### src/rtl/core/bibs_pkg.sv
// ----------------------------------------------------------------------------
// bibs_pkg
// Shared constants and types for the boot image block sender.
// ----------------------------------------------------------------------------
package bibs_pkg;

	localparam int HEADER_BYTES       = 22;
	localparam int FLASH_BUFFER_BYTES = 2048;
	localparam int FB_BITS            = $clog2(FLASH_BUFFER_BYTES);
	localparam int COUNT_W            = 18;
	localparam int QUEUE_DEPTH        = 2;

	localparam logic [2:0] PH_HEADER = 3'd0;
	localparam logic [2:0] PH_DATA   = 3'd1;
	localparam logic [2:0] PH_WAIT   = 3'd2;
	localparam logic [2:0] PH_DONE   = 3'd3;
	localparam logic [2:0] PH_ERROR  = 3'd4;

	localparam logic [2:0] ST_ACCEPT   = 3'd0;
	localparam logic [2:0] ST_AWAIT    = 3'd1;
	localparam logic [2:0] ST_OK       = 3'd2;
	localparam logic [2:0] ST_MISMATCH = 3'd3;
	localparam logic [2:0] ST_COMPLETE = 3'd4;
	localparam logic [2:0] ST_REJECT   = 3'd5;

	typedef struct packed {
		logic       is_cksum;
		logic [7:0] data_byte;
	} item_t;

	typedef struct packed {
		logic        valid;
		item_t       item;
	} queue_out_t;

	typedef struct packed {
		logic [15:0] running_checksum;
		logic        tx_valid;
		logic [7:0]  tx_byte;
		logic [2:0]  status;
	} result_t;

	localparam int RESULT_W = $bits(result_t);
	localparam int TDATA_W  = ((RESULT_W + 7) / 8) * 8;

endpackage

### src/rtl/core/bibs_front.sv
// ----------------------------------------------------------------------------
// bibs_front
// Accepts input beats, tags each one as an image byte or a returned checksum
// byte, and holds them in a two-entry queue for the back end.
// ----------------------------------------------------------------------------
module bibs_front (
	input  logic                    clk,
	input  logic                    arst_n,
	input  logic                    s_tvalid,
	output logic                    s_tready,
	input  logic [7:0]              s_tdata,   // [7:0] data_byte
	input  logic                    s_tuser,   // [0] opcode
	output bibs_pkg::queue_out_t    q_out,
	input  logic                    q_pop
);

	bibs_pkg::item_t entry_q [bibs_pkg::QUEUE_DEPTH];
	logic            wr_ptr_q;
	logic            rd_ptr_q;
	logic [1:0]      count_q;
	logic            push;
	logic            pop;
	bibs_pkg::item_t new_item;

	assign s_tready = (count_q != 2'(bibs_pkg::QUEUE_DEPTH));
	assign push     = s_tvalid && s_tready;
	assign pop      = q_pop && (count_q != 2'd0);

	assign new_item.is_cksum  = s_tuser;
	assign new_item.data_byte = s_tdata;

	assign q_out.valid = (count_q != 2'd0);
	assign q_out.item  = entry_q[rd_ptr_q];

	always_ff @(posedge clk) begin
		if (push) begin
			entry_q[wr_ptr_q] <= new_item;
		end
	end

	always_ff @(posedge clk or negedge arst_n) begin
		if (!arst_n) begin
			wr_ptr_q <= 1'b0;
			rd_ptr_q <= 1'b0;
			count_q  <= 2'd0;
		end else begin
			if (push) begin
				wr_ptr_q <= ~wr_ptr_q;
			end
			if (pop) begin
				rd_ptr_q <= ~rd_ptr_q;
			end
			case ({push, pop})
				2'b10:   count_q <= count_q + 2'd1;
				2'b01:   count_q <= count_q - 2'd1;
				default: count_q <= count_q;
			endcase
		end
	end

	assert property (@(posedge clk) disable iff (!arst_n)
		count_q <= 2'(bibs_pkg::QUEUE_DEPTH))
		else $error("queue count beyond depth");

	assert property (@(posedge clk) disable iff (!arst_n)
		(push && !pop) |=> (count_q != 2'd0))
		else $error("queue empty after push");

	assert property (@(posedge clk) disable iff (!arst_n)
		(count_q == 2'd0) |-> (wr_ptr_q == rd_ptr_q))
		else $error("queue pointers disagree while empty");

endmodule

### src/rtl/core/bibs_back.sv
// ----------------------------------------------------------------------------
// bibs_back
// Runs the transfer state machine on one queued item per cycle while the result
// beat is not stalled: checksum accumulation, header and block counting,
// checksum exchange, and the registered result beat.
// ----------------------------------------------------------------------------
module bibs_back (
	input  logic                 clk,
	input  logic                 arst_n,
	input  bibs_pkg::queue_out_t q_in,
	output logic                 q_pop,
	output logic                 m_tvalid,
	input  logic                 m_tready,
	output bibs_pkg::result_t    m_result
);

	logic [2:0]                     phase_q;
	logic [15:0]                    sum_q;
	logic [bibs_pkg::COUNT_W-1:0]   count_q;
	logic [15:0]                    words_q;
	logic [7:0]                     rx_low_q;
	logic                           low_seen_q;
	logic                           clear_after_q;
	logic                           out_valid_q;
	bibs_pkg::result_t              out_q;

	logic [2:0]                     phase_d;
	logic [15:0]                    sum_d;
	logic [bibs_pkg::COUNT_W-1:0]   count_d;
	logic [15:0]                    words_d;
	logic [7:0]                     rx_low_d;
	logic                           low_seen_d;
	logic                           clear_after_d;
	bibs_pkg::result_t              res;

	logic                           take;
	logic                           is_ck;
	logic [7:0]                     b;
	logic [15:0]                    sum_add;
	logic [bibs_pkg::COUNT_W-1:0]   count_inc;
	logic [bibs_pkg::COUNT_W-1:0]   block_len;
	logic [bibs_pkg::COUNT_W-1:0]   past_head;

	assign take  = q_in.valid && (!out_valid_q || m_tready);
	assign q_pop = take;
	assign is_ck = q_in.item.is_cksum;
	assign b     = q_in.item.data_byte;

	assign sum_add   = sum_q + {8'd0, b};
	assign count_inc = count_q + bibs_pkg::COUNT_W'(1);
	assign past_head = count_inc - bibs_pkg::COUNT_W'(6);

	always_comb begin
		phase_d       = phase_q;
		sum_d         = sum_q;
		count_d       = count_q;
		words_d       = words_q;
		rx_low_d      = rx_low_q;
		low_seen_d    = low_seen_q;
		clear_after_d = clear_after_q;
		res.status    = bibs_pkg::ST_ACCEPT;
		res.tx_byte   = 8'd0;
		res.tx_valid  = 1'b0;
		block_len     = '0;
		case (phase_q)
			bibs_pkg::PH_DONE: begin
				res.status = bibs_pkg::ST_COMPLETE;
			end
			bibs_pkg::PH_ERROR: begin
				res.status = bibs_pkg::ST_MISMATCH;
			end
			bibs_pkg::PH_WAIT: begin
				if (!is_ck) begin
					res.status = bibs_pkg::ST_REJECT;
				end else if (!low_seen_q) begin
					rx_low_d   = b;
					low_seen_d = 1'b1;
					res.status = bibs_pkg::ST_AWAIT;
				end else begin
					low_seen_d = 1'b0;
					if ({b, rx_low_q} != sum_q) begin
						phase_d    = bibs_pkg::PH_ERROR;
						res.status = bibs_pkg::ST_MISMATCH;
					end else begin
						sum_d = 16'd0;
						if (clear_after_q) begin
							count_d = '0;
							words_d = 16'd0;
						end
						clear_after_d = 1'b0;
						phase_d       = bibs_pkg::PH_DATA;
						res.status    = bibs_pkg::ST_OK;
					end
				end
			end
			bibs_pkg::PH_HEADER: begin
				if (is_ck) begin
					res.status = bibs_pkg::ST_REJECT;
				end else begin
					sum_d        = sum_add;
					count_d      = count_inc;
					res.tx_byte  = b;
					res.tx_valid = 1'b1;
					if (count_inc >= bibs_pkg::COUNT_W'(bibs_pkg::HEADER_BYTES)) begin
						phase_d       = bibs_pkg::PH_WAIT;
						low_seen_d    = 1'b0;
						rx_low_d      = 8'd0;
						clear_after_d = 1'b1;
						res.status    = bibs_pkg::ST_AWAIT;
					end
				end
			end
			bibs_pkg::PH_DATA: begin
				if (is_ck) begin
					res.status = bibs_pkg::ST_REJECT;
				end else begin
					sum_d        = sum_add;
					count_d      = count_inc;
					res.tx_byte  = b;
					res.tx_valid = 1'b1;
					if (count_q == '0) begin
						words_d = {8'd0, b};
					end else if (count_q == bibs_pkg::COUNT_W'(1)) begin
						words_d = {b, words_q[7:0]};
					end
					block_len = bibs_pkg::COUNT_W'({words_d, 1'b0})
						+ bibs_pkg::COUNT_W'(6);
					if ((words_d == 16'd0) && (count_inc > bibs_pkg::COUNT_W'(1))) begin
						phase_d    = bibs_pkg::PH_DONE;
						res.status = bibs_pkg::ST_COMPLETE;
					end else if (count_inc == block_len) begin
						phase_d       = bibs_pkg::PH_WAIT;
						low_seen_d    = 1'b0;
						rx_low_d      = 8'd0;
						clear_after_d = 1'b1;
						res.status    = bibs_pkg::ST_AWAIT;
					end else if ((count_inc > bibs_pkg::COUNT_W'(6))
						&& (past_head[bibs_pkg::FB_BITS-1:0] == '0)) begin
						phase_d       = bibs_pkg::PH_WAIT;
						low_seen_d    = 1'b0;
						rx_low_d      = 8'd0;
						clear_after_d = 1'b0;
						res.status    = bibs_pkg::ST_AWAIT;
					end
				end
			end
			default: begin
				phase_d = bibs_pkg::PH_ERROR;
			end
		endcase
		res.running_checksum = sum_d;
	end

	always_ff @(posedge clk or negedge arst_n) begin
		if (!arst_n) begin
			phase_q       <= bibs_pkg::PH_HEADER;
			sum_q         <= 16'd0;
			count_q       <= '0;
			words_q       <= 16'd0;
			rx_low_q      <= 8'd0;
			low_seen_q    <= 1'b0;
			clear_after_q <= 1'b0;
			out_valid_q   <= 1'b0;
		end else begin
			if (take) begin
				phase_q       <= phase_d;
				sum_q         <= sum_d;
				count_q       <= count_d;
				words_q       <= words_d;
				rx_low_q      <= rx_low_d;
				low_seen_q    <= low_seen_d;
				clear_after_q <= clear_after_d;
				out_valid_q   <= 1'b1;
			end else if (m_tready) begin
				out_valid_q <= 1'b0;
			end
		end
	end

	always_ff @(posedge clk) begin
		if (take) begin
			out_q <= res;
		end
	end

	assign m_tvalid = out_valid_q;
	assign m_result = out_q;

	assert property (@(posedge clk) disable iff (!arst_n)
		(phase_q == bibs_pkg::PH_DONE) |=> (phase_q == bibs_pkg::PH_DONE))
		else $error("image complete state left");

	assert property (@(posedge clk) disable iff (!arst_n)
		(phase_q == bibs_pkg::PH_ERROR) |=> (phase_q == bibs_pkg::PH_ERROR))
		else $error("sticky error cleared");

	assert property (@(posedge clk) disable iff (!arst_n)
		low_seen_q |-> (phase_q == bibs_pkg::PH_WAIT))
		else $error("low checksum byte held outside a checksum wait");

	assert property (@(posedge clk) disable iff (!arst_n)
		(out_valid_q && out_q.tx_valid) |-> ((out_q.status == bibs_pkg::ST_ACCEPT)
			|| (out_q.status == bibs_pkg::ST_AWAIT)
			|| (out_q.status == bibs_pkg::ST_COMPLETE)))
		else $error("byte sent with a status that forbids it");

	assert property (@(posedge clk) disable iff (!arst_n)
		(take && (phase_q == bibs_pkg::PH_WAIT) && low_seen_q && is_ck
			&& ({b, rx_low_q} == sum_q)) |=> (sum_q == 16'd0))
		else $error("sum not cleared after a matching checksum");

endmodule

### src/rtl/core/boot_image_block_sender.sv
// ----------------------------------------------------------------------------
// boot_image_block_sender
// Host side of a boot-loader image transfer with block checksum exchange.
// An accepted input beat is held in the queue and then registered as its result beat.
// Throughput is one beat per cycle while result back-pressure does not stall the state update.
// A two-entry queue separates input acceptance from result back-pressure.
// The asynchronous reset returns the block to the header phase, empty.
// ----------------------------------------------------------------------------
module boot_image_block_sender (
	input  logic                          clk,
	input  logic                          arst_n,
	input  logic                          s_tvalid,
	output logic                          s_tready,
	input  logic [7:0]                    s_tdata,   // [7:0] data_byte
	input  logic                          s_tuser,   // [0] opcode
	output logic                          m_tvalid,
	input  logic                          m_tready,
	// [2:0] status, [10:3] tx_byte, [11] tx_valid, [27:12] running_checksum
	output logic [bibs_pkg::TDATA_W-1:0]  m_tdata
);

	bibs_pkg::queue_out_t q_out;
	logic                 q_pop;
	bibs_pkg::result_t    result;

	bibs_front u_front (
		.clk      (clk),
		.arst_n   (arst_n),
		.s_tvalid (s_tvalid),
		.s_tready (s_tready),
		.s_tdata  (s_tdata),
		.s_tuser  (s_tuser),
		.q_out    (q_out),
		.q_pop    (q_pop)
	);

	bibs_back u_back (
		.clk      (clk),
		.arst_n   (arst_n),
		.q_in     (q_out),
		.q_pop    (q_pop),
		.m_tvalid (m_tvalid),
		.m_tready (m_tready),
		.m_result (result)
	);

	assign m_tdata = bibs_pkg::TDATA_W'(result);

endmodule

### config.mk
export PLATFORM = sky130hd
export DESIGN_NAME = boot_image_block_sender
export DESIGN_NICKNAME = d
export VERILOG_FILES = /design/src/rtl/core/bibs_pkg.sv /design/src/rtl/core/bibs_front.sv /design/src/rtl/core/bibs_back.sv /design/src/rtl/core/boot_image_block_sender.sv
export SDC_FILE = /design/constraint.sdc
export NUM_CORES = 1
export LEC_CHECK = 0
export BUFFER_PORTS_ARGS = -buffer_cell sky130_fd_sc_hd__buf_2
export CAP_MARGIN = 20
export CORE_MARGIN = 2
export CORE_UTILIZATION = 55
export CTS_BUF_LIST = sky130_fd_sc_hd__clkbuf_8
export DETAILED_ROUTE_END_ITERATION = 16
export PLACE_DENSITY = 0.69
export SYNTH_ARGS = -nofsm -noshare
export SYNTH_HDL_FRONTEND = slang
export SYNTH_SLANG_ARGS = --single-unit
### constraint.sdc
create_clock -name clk -period 7.2 [get_ports clk]
set_clock_uncertainty 0.15 [all_clocks]
set_input_delay 0.36 -clock clk [delete_from_list [all_inputs] [get_ports clk]]
set_output_delay 0.36 -clock clk [all_outputs]
set_load 0.005 [all_outputs]
==> results.md, run 1 <==
* area overhead of the layout relative to synthesis: 11.9%
* leakage power: 3.31 nW
* number of global-route vias before repair: 6225
* first-pass detailed-route iteration total: 6
* 1st-iter DRT viols: 844
* Cell Area, Synth: 7450 sq um
* count of inserted antenna diode cells: 0
* Die X: 120 um
* final setup TNS: 0 ns
* primary flip-flop cell chosen by synthesis mapping: sky130_fd_sc_hd__dfrtp_1
* Max H-tree Level: 4
* gpl congestion: 0.982
* Crit Path Max Fanout: 13
* Avg Synthesized Cell Area: 9.25 sq um
* starting density of the core: 0.563
* aggregate global routing overflow: 0
* Clock Tree Buf Depth: 2
* Slew headroom: 0.337
* required time of the critical path: 7.35 ns
* later-pin clock latency in the skew report: 0.45 ns
* Row Count: 42
* area of the core: 13200 sq um
* logic depth of the worst register-to-register path: 15
* final max-slew violation count: 0
* share of the clock period used by the worst path after layout: 0.707
* worst flop-to-flop path startpoint: u_back.count_q[16]$_DFFE_PN0P_
* instance count after placement with tap cells included: 992
* Die Outline Area: 14500 sq um
* count of pins on the block boundary: 47
* count of endpoints failing hold in the final timing report: 0
* total power divided by cell area: 261 nW/um^2
* highest achievable clock rate: 196 MHz
* outcome: finished clean
* Critical-path top delay cell: sky130_fd_sc_hd__a2111oi_0
* fillers: 1130
* drt wl/cell: 20.7 um
* clock slew at reported path FFs: 0.07 ns
* pre-CTS setup slack: 2.30 ns
* DRC errors left: 0
* share of synthesized flip-flops with an asynchronous set or reset: 0.596
* path class of the lowest-slack min-delay path: in -> reg
* crit-path max cell delay: 0.61 ns
* final-report setup violation count: 0
* Total Nets Final: 874
* maximum number of pins on one net before global-route repair: 69
* Critical Path Source: u_back.count_q[16]$_DFFE_PN0P_
* Critical Path End: u_back.rx_low_q[3]$_DFFE_PN0P_
* Critical Path End Type: flop
* worst setup slack for register-to-register paths: 2.11 ns
* sequential element share of the synthesized area: 0.414
* ratio of cells with drive above 1 in the final layout: 0.136
* post-detailed-routing wire length: 21.4 mm
* number of post-CTS setup repair buffers: 0
* total of warnings raised by yosys: 0
* cell at the root of the clock tree: sky130_fd_sc_hd__clkbuf_8
* Min Clock Period, post-route: 5.09 ns
* All-Layer GR Usage: 0.307
* Critical Path AT: 5.24 ns
* CTS tree: yes
* critical setup path kind: reg -> reg
* RSZ-0062 raised after global routing: false
* Slew @ Worst Pin: 0.994 ns
* max_cap viols: 0
* startpoint kind of the worst setup timing path: flop
* post-DP HPWL: 15.5 mm
* number of buffers inserted during clock tree synthesis: 17
* vias post-DR: 6598
* number of standard cells in the layout, taps in and fillers out: 1034
* post-detailed-route count of antenna-violating nets: 0
* number of enable flip-flop cells after synthesis: 46
* sinks on the clock net: 114
* maximum vdd drop: 0.000232 V
* die extent in y: 120 um
* flop and latch count out of synthesis: 114
* Yosys cell types: 84
* fin worst setup slack: 2.11 ns
* routed via count divided by cell count: 6.38
* port bufs: 42
* number of antenna violations at the first check in global routing: 0
* first-pass GRT wire length: 34.1 mm
* cell count after synthesis: 805
* ordered cell list for the critical path: nor4_1 > and3_1 > nand2_1 > o21ai_0 > inv_1 > ha_1 > a2111oi_0 > xnor2_1 > a211oi_1 > o21ai_0 > nor4_1 > o2111a_1 > o2111a_2 > o21ai_2 > o2bb2ai_1
* critical register-to-register path endpoint: u_back.rx_low_q[3]$_DFFE_PN0P_
kinds of logic after synthesis:
family / Yosys count / synth area share
buffers and inverters: 76 / 0.0445
multiplexers: 18 / 0.0255
flip-flops: 114 / 0.414
adder cells (fa/ha/maj): 16 / 0.0279
AND/OR/NAND/NOR: 293 / 0.201
other: 1 / 0.000503
XOR/XNOR: 68 / 0.0855
AO/OA/AOI/OAI: 219 / 0.201
metal layers:
layer | global-route usage | vias to the layer above | part of all wire
met5 | 0 | - | 0
met4 | 0.110 | 0 | 0.025
met3 | 0.0604 | 48 | 0.080
met2 | 0.474 | 337 | 0.46
met1 | 0.430 | 3163 | 0.44
li1 | - | 3050 | -
synthesized netlist by cell type (6+ instances only):
cell type                   instances  area (sq um)
sky130_fd_sc_hd__nor2_1            62           233
sky130_fd_sc_hd__o31ai_1           25           188
sky130_fd_sc_hd__nand4_1           14          87.6
sky130_fd_sc_hd__buf_2             12          60.1
sky130_fd_sc_hd__a21oi_1           29           145
sky130_fd_sc_hd__a31oi_1            8          50.1
sky130_fd_sc_hd__edfxtp_1          46          1380
sky130_fd_sc_hd__nor3_1            22           110
sky130_fd_sc_hd__a22o_1            13           114
sky130_fd_sc_hd__mux2i_1           12           120
sky130_fd_sc_hd__nor4_1            21           131
sky130_fd_sc_hd__clkbuf_1          27           101
sky130_fd_sc_hd__o2bb2ai_1          8          70.1
sky130_fd_sc_hd__buf_4              6          45.0
sky130_fd_sc_hd__and3_1             7          43.8
sky130_fd_sc_hd__ha_1              15           188
sky130_fd_sc_hd__a21o_1             6          45.0
sky130_fd_sc_hd__dfrtp_1           68          1700
sky130_fd_sc_hd__nand3_1           25           125
sky130_fd_sc_hd__xor2_1             9          78.8
sky130_fd_sc_hd__nand2_1           89           334
sky130_fd_sc_hd__o21bai_1           9          67.6
sky130_fd_sc_hd__xnor2_1           56           490
sky130_fd_sc_hd__a211oi_1           6          45.0
sky130_fd_sc_hd__o21ai_0           69           345
sky130_fd_sc_hd__inv_1             26          97.6
sky130_fd_sc_hd__or3_1              7          43.8
placed cells by master, fill, tap and decap left out, types with 7 or more instances in the layout:
cell                             n
sky130_fd_sc_hd__a21oi_1        29
sky130_fd_sc_hd__a22o_1         13
sky130_fd_sc_hd__a31oi_1         8
sky130_fd_sc_hd__and3_1          7
sky130_fd_sc_hd__buf_2          42
sky130_fd_sc_hd__buf_4          12
sky130_fd_sc_hd__clkbuf_8       17
sky130_fd_sc_hd__dfrtp_1        68
sky130_fd_sc_hd__dlygate4sd3_1  10
sky130_fd_sc_hd__edfxtp_1       46
sky130_fd_sc_hd__ha_1           15
sky130_fd_sc_hd__inv_1          27
sky130_fd_sc_hd__mux2i_1        12
sky130_fd_sc_hd__nand2_1        89
sky130_fd_sc_hd__nand3_1        25
sky130_fd_sc_hd__nand4_1        14
sky130_fd_sc_hd__nor2_1         62
sky130_fd_sc_hd__nor3_1         22
sky130_fd_sc_hd__nor4_1         21
sky130_fd_sc_hd__o21ai_0        69
sky130_fd_sc_hd__o21bai_1        9
sky130_fd_sc_hd__o2bb2ai_1       8
sky130_fd_sc_hd__o31ai_1        25
sky130_fd_sc_hd__or3_1           7
sky130_fd_sc_hd__xnor2_1        56
sky130_fd_sc_hd__xor2_1          9
area by class of cell:
type,instances,area [sq um],share of cell area
clock buffers,17,234,0.0281
multi-input cells,618,4050,0.486
well taps,176,220,0.0264
flip-flops and latches,114,3080,0.370
inverters,29,109,0.0131
repair buffers,65,428,0.0513
clock inverters,15,214,0.0257
through the flow:
step / instance area (sq um) / utilization / hold WS (ns) / total power [mW]
after floorplan: 7460 / - / -0.0856 / 1.24
after global placement: 7760 / 0.586 / 0.328 / 1.47
after detailed placement: 7790 / 0.588 / 0.343 / 1.50
after CTS: 8330 / 0.629 / 0.0239 / 2.18
after global routing: 8330 / 0.629 / 0.0547 / 2.27
final: 8330 / 0.629 / 0.0317 / 2.18
sequential cells by signal, summed over array words and instances, names as in the netlist:
register and flops:
u_back.m_result 28, u_back.count_q 18, u_front.entry_q 18, u_back.sum_q 16, u_back.words_q 16, u_back.rx_low_q 8
u_back.phase_q 3, u_front.count_q 2, u_back.clear_after_q 1, u_back.low_seen_q 1, u_back.m_tvalid 1, u_front.rd_ptr_q 1
u_front.wr_ptr_q 1
power breakdown:
group          internal (mW)  switching, mW  total [mW]
Clock                  0.408          0.275       0.683
Combinational          0.246          0.400       0.646
Sequential             0.790         0.0590       0.849
worst max-delay path, delay by kind of cell, from the launching register on:
family / cells / cell delay (ns)
flops: 1 / 0.44
xor+xnor: 1 / 0.14
buf+inv: 1 / 0.13
compound gates: 8 / 2.19
simple gates: 4 / 1.57
fa+ha+maj: 1 / 0.30
worst min path at each step:
stage                                     start                               end  depth (start not counted)
2_1_floorplan                            arst_n  u_back.clear_after_q$_DFFE_PN0P_                          0
3_3_place_gp       u_front.wr_ptr_q$_DFFE_PN0P_      u_front.wr_ptr_q$_DFFE_PN0P_                          1
3_5_place_dp   u_back.clear_after_q$_DFFE_PN0P_  u_back.clear_after_q$_DFFE_PN0P_                          2
4_1_cts                                m_tready       u_back.m_tvalid$_DFFE_PN0P_                          3
5_1_grt                                m_tready       u_back.m_tvalid$_DFFE_PN0P_                          3
6_report                               m_tready       u_back.m_tvalid$_DFFE_PN0P_                          3
repair_timing:
| action | CTS | global route |
|---|---|---|
| endpoints found under the hold margin | 20 | 0 |
| hold buffers | 10 | 0 |
| resized for setup | 0 | 0 |
No activity file was read; power rests on OpenSTA's default activity.
==> inputs of run 2 (changes only) <==
- ABC_AREA: not set -> 1
- PLACE_DENSITY: 0.69 -> 0.72
- clock period: 7.2 -> 4.5 ns (I/O delays scaled with it)
==> run 2 against run 1 <==
  * Global-route usage is 2.3 points lower
  * Worst setup slack got worse by 1.6 ns
  * Synthesized cell count is 24% higher
  * Sequential share of layout area fell by 1.3 points
  * Critical endpoint is now u_back.rx_low_q[6]$_DFFE_PN0P_
  * Clock power rose by 68%
  * Combinational power rose by 50%
  * Via count rose by 5.5%
  * Non-clock buffer count is 2 lower
  * Sequential power grew 64%
  * Core utilization about the same
  * Design area is 3.5% higher
  * Register-to-register slack got worse by 1.6 ns
==> results.md, run 2 <==
* portion of synthesized cell area occupied by the leading cell type: 0.223, -0.00554
* max_cap viols: 0, unchanged
* count of endpoints failing hold in the final timing report: 0, unchanged
* pre-CTS setup slack: 0.450 ns, -1.85 ns
* outcome: finished clean
* drt wl/cell: 15.7 um, -24%
* port bufs: 42, unchanged
* DRC errors left: 0, unchanged
* worst flop-to-flop path startpoint: u_front.rd_ptr_q$_DFFE_PN0P_
* total power divided by cell area: 408 nW/um^2, +56%
* maximum number of pins on one net before global-route repair: 61, -12%
* Total Nets Final: 1095, +25%
* most used routing layer in global routing: met2
* count of pins on the block boundary: 47, unchanged
* gpl congestion: 0.977, -0.44%
* number of enable flip-flop cells after synthesis: 46, unchanged
* required time of the critical path: 4.68 ns, -2.67 ns
* All-Layer GR Usage: 0.283, -0.0234
* critical setup path kind: reg -> reg
* sinks on the clock net: 114, unchanged
* flip-flop count of the largest register after layout: 28, unchanged
* number of post-CTS setup repair buffers: 0, unchanged
* final setup TNS: 0 ns, unchanged
* routed via count divided by cell count: 5.53, -13%
* cell type contributing the most total cell area after synthesis: sky130_fd_sc_hd__dfrtp_1
* number of buffers inserted during clock tree synthesis: 17, unchanged
* number of global-route vias before repair: 6373, +2.4%
* Slew headroom: 0.453, +0.116
* sequential element share of the synthesized area: 0.404, -0.0100
* Avg Synthesized Cell Area: 7.62 sq um, -18%
* die extent in y: 122 um, +1.2%
* met2 usage: 0.428, -0.0462
* final-report setup violation count: 0, unchanged
* RSZ-0062 raised after global routing: false
* final max-slew violation count: 0, unchanged
* Max H-tree Level: 4, unchanged
* vias post-DR: 6959, +5.5%
* critical register-to-register path endpoint: u_back.rx_low_q[6]$_DFFE_PN0P_
* GRT met3 Usage: 0.0679, +0.00751
* number of antenna violations at the first check in global routing: 0, unchanged
* maximum vdd drop: 0.000669 V, +190%
* area of the core: 13700 sq um, +3.6%
* first-pass GRT wire length: 32.2 mm, -5.6%
* fin worst setup slack: 0.530 ns, -1.58 ns
* highest achievable clock rate: 252 MHz, +28%
* CTS tree: yes
* Critical Path End Type: flop
* flop and latch count out of synthesis: 114, unchanged
* primary flip-flop cell chosen by synthesis mapping: sky130_fd_sc_hd__dfrtp_1
* top cells by area, synth: sky130_fd_sc_hd__dfrtp_1 (22%), sky130_fd_sc_hd__edfxtp_1 (18%), sky130_fd_sc_hd__nand2_1 (13%)
* Critical-path top delay cell: sky130_fd_sc_hd__dfrtp_1
* Cell Area, Synth: 7630 sq um, +2.5%
* leakage power: 4.10 nW, +24%
* share of the clock period used by the worst path after layout: 0.882, +0.175
* most used standard cell by instance count after synthesis: sky130_fd_sc_hd__nand2_1
* clock slew at reported path FFs: 0.07 ns, about the same
* 1st-iter DRT viols: 734, -13%
* later-pin clock latency in the skew report: 0.45 ns, about the same
* logic depth of the worst register-to-register path: 20, +5
* post-detailed-route count of antenna-violating nets: 0, unchanged
* startpoint kind of the worst setup timing path: flop
* post-detailed-routing wire length: 19.8 mm, -7.4%
* Crit Path Max Fanout: 16, +3
* ordered cell list for the critical path: inv_1 > nand2_1 > nand2_1 > inv_1 > nand3_1 > nand2_4 > ha_1 > xor2_1 > nor2_1 > nand3_1 > nor2_1 > nand3_1 > nor2_2 > nand3_2 > nor2_4 > nand2_4 > nand2_4 > nand3_2 > nand2_1 > nand2_1
* most used cells in the layout excluding fill and tap cells: sky130_fd_sc_hd__nand2_1 (270), sky130_fd_sc_hd__inv_1 (130), sky130_fd_sc_hd__nor2_1 (92), sky130_fd_sc_hd__nand3_1 (80), sky130_fd_sc_hd__dfrtp_1 (68)
* Die X: 122 um, +1.2%
* cell occurring most often along the worst timing path: sky130_fd_sc_hd__nand2_1
* fillers: 1242, +9.9%
* post-DP HPWL: 14.6 mm, -5.8%
* Min Clock Period, post-route: 3.97 ns, -1.12 ns
* cell at the root of the clock tree: sky130_fd_sc_hd__clkbuf_8
* grt met1 use: 0.398, -0.0324
* area overhead of the layout relative to synthesis: 13.0%
* crit-path max cell delay: 0.71 ns, +0.10 ns
* worst setup slack for register-to-register paths: 0.53 ns, -1.58 ns
* Critical Path AT: 4.15 ns, -1.09 ns
* Clock Tree Buf Depth: 2, unchanged
* first-pass detailed-route iteration total: 6, unchanged
* Slew @ Worst Pin: 0.817 ns, -0.177 ns
* ratio of cells with drive above 1 in the final layout: 0.158, +0.0212
* starting density of the core: 0.556, -0.00605
* path class of the lowest-slack min-delay path: in -> async
* total of warnings raised by yosys: 0, unchanged
* aggregate global routing overflow: 0, unchanged
* count of inserted antenna diode cells: 0, unchanged
* share of synthesized flip-flops with an asynchronous set or reset: 0.596, unchanged
* Yosys cell types: 54, -36%
* leading cell type in the layout, fill and taps excluded: sky130_fd_sc_hd__nand2_1
* cell count after synthesis: 1002, +24%
* most frequent cells after synthesis: sky130_fd_sc_hd__nand2_1 (270), sky130_fd_sc_hd__inv_1 (128), sky130_fd_sc_hd__nor2_1 (92)
* Die Outline Area: 14800 sq um, +2.4%
* Row Count: 43, +2.4%
==> run 2: changes by cell type after synthesis, sizes merged, moves of 17 or more <==
cell	previous run	this run
o31ai	26	0
nand2	90	289
nor2	63	120
o22ai	0	17
clkbuf	28	8
nor4	24	6
xnor2	56	12
nand3	26	92
inv	26	138
nand4	15	37
==> run 2: timing repair <==
| item | in CTS | in global routing |
|---|---|---|
| hold buffers | 12 | 0 |
| hold endpoints to repair | 48 | 0 |
| endpoints found under the setup margin | 0 | 8 |
| resized for setup | 0 | 1 |
==> run 2: metrics by stage <==
step	cell area, sq um	util	hold WS (ns)	power [mW]	instances
2_1_floorplan	7650	-	-0.221	1.99	1005
3_3_place_gp	8030	0.585	0.171	2.35	1215
3_5_place_dp	8030	0.585	0.168	2.36	1215
4_1_cts	8630	0.629	0.215	3.53	1259
5_1_grt	8630	0.629	0.255	3.72	1259
6_report	8630	0.629	0.217	3.52	1259
==> run 2: logic make-up (layout without fill, tap and decap cells) <==
group                      after synthesis  in the layout  share of synthesized area
and+or+nand+nor                        564            564                      0.357
buffers and inverters                  160            234                     0.0859
AOI/OAI and AO/OA                      114            114                     0.0865
DFF                                    114            114                      0.404
xor gates and xnor gates                33             33                     0.0388
adders and majority gates               16             16                     0.0272
other                                    1              4                   0.000491
==> run 2: worst max-delay path, delay by kind of cell, from the launching register on <==
| kind | cells | cell delay (ns) |
|---|---|---|
| xor+xnor | 1 | 0.16 |
| fa+ha+maj | 1 | 0.25 |
| buf+inv | 2 | 0.52 |
| flops | 1 | 0.71 |
| simple gates | 16 | 2.07 |
==> run 2: worst max-delay path by stage <==
stage	slack (ns)	startpoint	depth (start not counted)	end
3_3_place_gp	0.45	u_front.rd_ptr_q$_DFFE_PN0P_	21	u_back.rx_low_q[5]$_DFFE_PN0P_
2_1_floorplan	1.43	u_back.count_q[0]$_DFFE_PN0P_	23	u_back.low_seen_q$_DFFE_PN0P_
3_5_place_dp	0.45	u_front.rd_ptr_q$_DFFE_PN0P_	21	u_back.rx_low_q[3]$_DFFE_PN0P_
5_1_grt	0.23	u_front.rd_ptr_q$_DFFE_PN0P_	20	u_back.rx_low_q[1]$_DFFE_PN0P_
4_1_cts	0.40	u_front.rd_ptr_q$_DFFE_PN0P_	21	u_back.rx_low_q[6]$_DFFE_PN0P_
6_report	0.53	u_front.rd_ptr_q$_DFFE_PN0P_	20	u_back.rx_low_q[6]$_DFFE_PN0P_
==> run 2: cell type report <==
cell class              count  area [sq um]  share of cell area
repair buffers             63           398              0.0461
multi-input cells         731          3930               0.455
clock buffers              17           234              0.0271
clock inverters            15           240              0.0278
flip-flops and latches    114          3080               0.357
inverters                 139           522              0.0605
well taps                 180           225              0.0261
==> run 2: power by group <==
| part | switching [mW] | internal [mW] | leakage [nW] |
|---|---|---|---|
| Sequential | 0.0865 | 1.31 | 1.27 |
| Combinational | 0.670 | 0.302 | 2.59 |
| Clock | 0.442 | 0.712 | 0.243 |
==> run 2: metal layers <==
layer | vias up | wire length (um)
li1 | 3412 | -
met1 | 3205 | 8940
met2 | 292 | 8710
met3 | 50 | 1640
met4 | 0 | 523
met5 | - | 0
==> inputs of run 3 (changes only) <==
- ABC_AREA: 1 -> not set
- SETUP_SLACK_MARGIN: not set -> 0.4
==> run 3 against run 2 <==
  * Core utilization rose by 3.5 points
  * Register-to-register slack improved by 0.04 ns
  * Global-route usage is 4.5 points higher
  * Clock power about the same
  * Via count decreased by 1.2%
  * Clock-buffer cell count up 1
  * Non-clock buffer count is 38 higher
  * Hold slack improved by 0.13 ns
  * Sequential cell count is the same
  * Sequential share of layout area fell by 0.61 points
  * Design area rose by 1.8%
==> results.md, run 3 (synthesis gave the netlist of run 1 again) <==
* outcome: finished clean
* Max H-tree Level: 4, unchanged
* pre-CTS setup slack: 0.188 ns, -0.262 ns
* die extent in y: 120 um, -1.2%
* routed via count divided by cell count: 6.43, +16%
* maximum number of pins on one net before global-route repair: 69, +13%
* total power divided by cell area: 407 nW/um^2, -0.14%
* Min Clock Period, post-route: 3.93 ns, -0.0436 ns
* cell at the root of the clock tree: sky130_fd_sc_hd__clkbuf_8
* Row Count: 42, -2.3%
* post-detailed-route count of antenna-violating nets: 0, unchanged
* number of antenna violations at the first check in global routing: 0, unchanged
* final max-slew violation count: 0, unchanged
* required time of the critical path: 4.67 ns, about the same
* area overhead of the layout relative to synthesis: 18.0%
* clock slew at reported path FFs: 0.08 ns, about the same
* leading cell type in the layout, fill and taps excluded: sky130_fd_sc_hd__nand2_1
* Slew @ Worst Pin: 0.920 ns, +0.103 ns
* startpoint kind of the worst setup timing path: flop
* most used cells in the layout excluding fill and tap cells: sky130_fd_sc_hd__nand2_1 (87), sky130_fd_sc_hd__dfrtp_1 (66), sky130_fd_sc_hd__o21ai_0 (65), sky130_fd_sc_hd__nor2_1 (62), sky130_fd_sc_hd__xnor2_1 (55)
* first-pass detailed-route iteration total: 5, -1
* critical setup path kind: reg -> reg
* highest achievable clock rate: 255 MHz, +1.1%
* Post-Route Hold Slack: 0.348 ns, +0.131 ns
* 1st-iter DRT viols: 737, +0.41%
* Die X: 120 um, -1.2%
* port bufs: 42, unchanged
* count of pins on the block boundary: 47, unchanged
* power consumption: 3.58 mW, +1.7%
* path class of the lowest-slack min-delay path: in -> reg
* Critical Path End Type: flop
* flip-flop count of the largest register after layout: 28, unchanged
* final-report setup violation count: 0, unchanged
* Die Outline Area: 14500 sq um, -2.4%
* Slew headroom: 0.387, -0.0666
* starting density of the core: 0.563, +0.00605
* drt wl/cell: 21.7 um, +38%
* number of buffers inserted during clock tree synthesis: 17, unchanged
* All-Layer GR Usage: 0.328, +0.0450
* CTS tree: yes
* leakage power: 3.51 nW, -14%
* share of the clock period used by the worst path after layout: 0.872, -0.00969
* fillers: 1062, -14%
* max_cap viols: 0, unchanged
* post-detailed-routing wire length: 23.2 mm, +17%
* maximum vdd drop: 0.000439 V, -34%
* Critical Path AT: 4.10 ns, -0.05 ns
* later-pin clock latency in the skew report: 0.45 ns, about the same
* Clock Tree Buf Depth: 2, unchanged
* ratio of cells with drive above 1 in the final layout: 0.201, +0.0438
* count of inserted antenna diode cells: 0, unchanged
* fin worst setup slack: 0.574 ns, +0.0436 ns
* number of global-route vias before repair: 6578, +3.2%
* DRC errors left: 0, unchanged
* Final Instance Area: 8790 sq um, +1.8%
* sinks on the clock net: 114, unchanged
* Total Nets Final: 910, -17%
* post-DP HPWL: 16.6 mm, +14%
* gpl congestion: 1.03, +5.8%
* area of the core: 13200 sq um, -3.5%
* aggregate global routing overflow: 0, unchanged
* placed cell areas: 7960 sq um, -0.90%
* count of endpoints failing hold in the final timing report: 0, unchanged
* Crit Path Max Fanout: 8, -8
* vias post-DR: 6876, -1.2%
* RSZ-0062 raised after global routing: false
* first-pass GRT wire length: 36.2 mm, +12%
* final setup TNS: 0 ns, unchanged
## run 3: worst paths after layout
kind / from / endpoint / slack, ns / cells past startpoint
max: u_back.count_q[4]$_DFFE_PN0P_ / u_back.rx_low_q[3]$_DFFE_PN0P_ / 0.57 / 15
min: s_tdata[3] / u_front.entry_q[0][3]$_DFFE_PP_ / 0.35 / 2
max reg2reg: u_back.count_q[4]$_DFFE_PN0P_ / u_back.rx_low_q[3]$_DFFE_PN0P_ / 0.57 / 15
min reg2reg: u_front.wr_ptr_q$_DFFE_PN0P_ / u_front.wr_ptr_q$_DFFE_PN0P_ / 0.37 / 1
max in group asynchronous: arst_n / u_back.words_q[10]$_DFFE_PN0P_ / 3.21 / 3
min in group asynchronous: arst_n / u_back.count_q[11]$_DFFE_PN0P_ / 0.36 / 3
## run 3: what timing repair did
action / 4_1_cts / 5_1_grt
endpoints found under the setup margin: 13 / 13
hold buffers: 12 / 0
gates resized for setup: 6 / 34
hold endpoints to repair: 88 / 0
pin swaps: 3 / 19
setup buffers: 2 / 7
## run 3: per-stage QoR
step	util	cells
4_1_cts	0.648	1063
5_1_grt	0.664	1070
3_5_place_dp	0.601	1017
6_report	0.664	1070
3_3_place_gp	0.601	1017
2_1_floorplan	-	808
## run 3: critical path: stages (launching register included)
cell                        delay, ns
sky130_fd_sc_hd__dfrtp_1         0.39
sky130_fd_sc_hd__or4_4           0.59
sky130_fd_sc_hd__nor3_4          0.22
sky130_fd_sc_hd__nand2_2         0.09
sky130_fd_sc_hd__o21ai_2         0.15
sky130_fd_sc_hd__inv_2           0.07
sky130_fd_sc_hd__ha_2            0.19
sky130_fd_sc_hd__buf_4           0.16
sky130_fd_sc_hd__and4b_1         0.27
sky130_fd_sc_hd__a21boi_2        0.21
sky130_fd_sc_hd__nand4_1         0.13
sky130_fd_sc_hd__xnor2_1         0.16
sky130_fd_sc_hd__a2111oi_2       0.28
sky130_fd_sc_hd__o2111a_2        0.40
sky130_fd_sc_hd__o21ai_4         0.14
sky130_fd_sc_hd__o2bb2ai_2       0.17
## run 3: report_power, final
part	internal [mW]	switching (mW)	total, mW	leakage (nW)
sequential	1.27	0.0734	1.34	1.36
clock	0.673	0.453	1.13	0.221
combinational	0.415	0.700	1.11	1.93
## run 3: layer usage
layer	wire, um	GRT usage
met5	0	0
met4	797	0.134
met3	1670	0.0660
met2	11600	0.553
met1	9140	0.414
## run 3: final cells by class
class,instances,area (sq um),share of cell area
flip-flops and latches,114,3090,0.351
well taps,176,220,0.0251
clock buffers,18,248,0.0282
multi-input cells,618,4230,0.481
inverters,29,109,0.0124
clock inverters,14,213,0.0242
repair buffers,101,687,0.0782
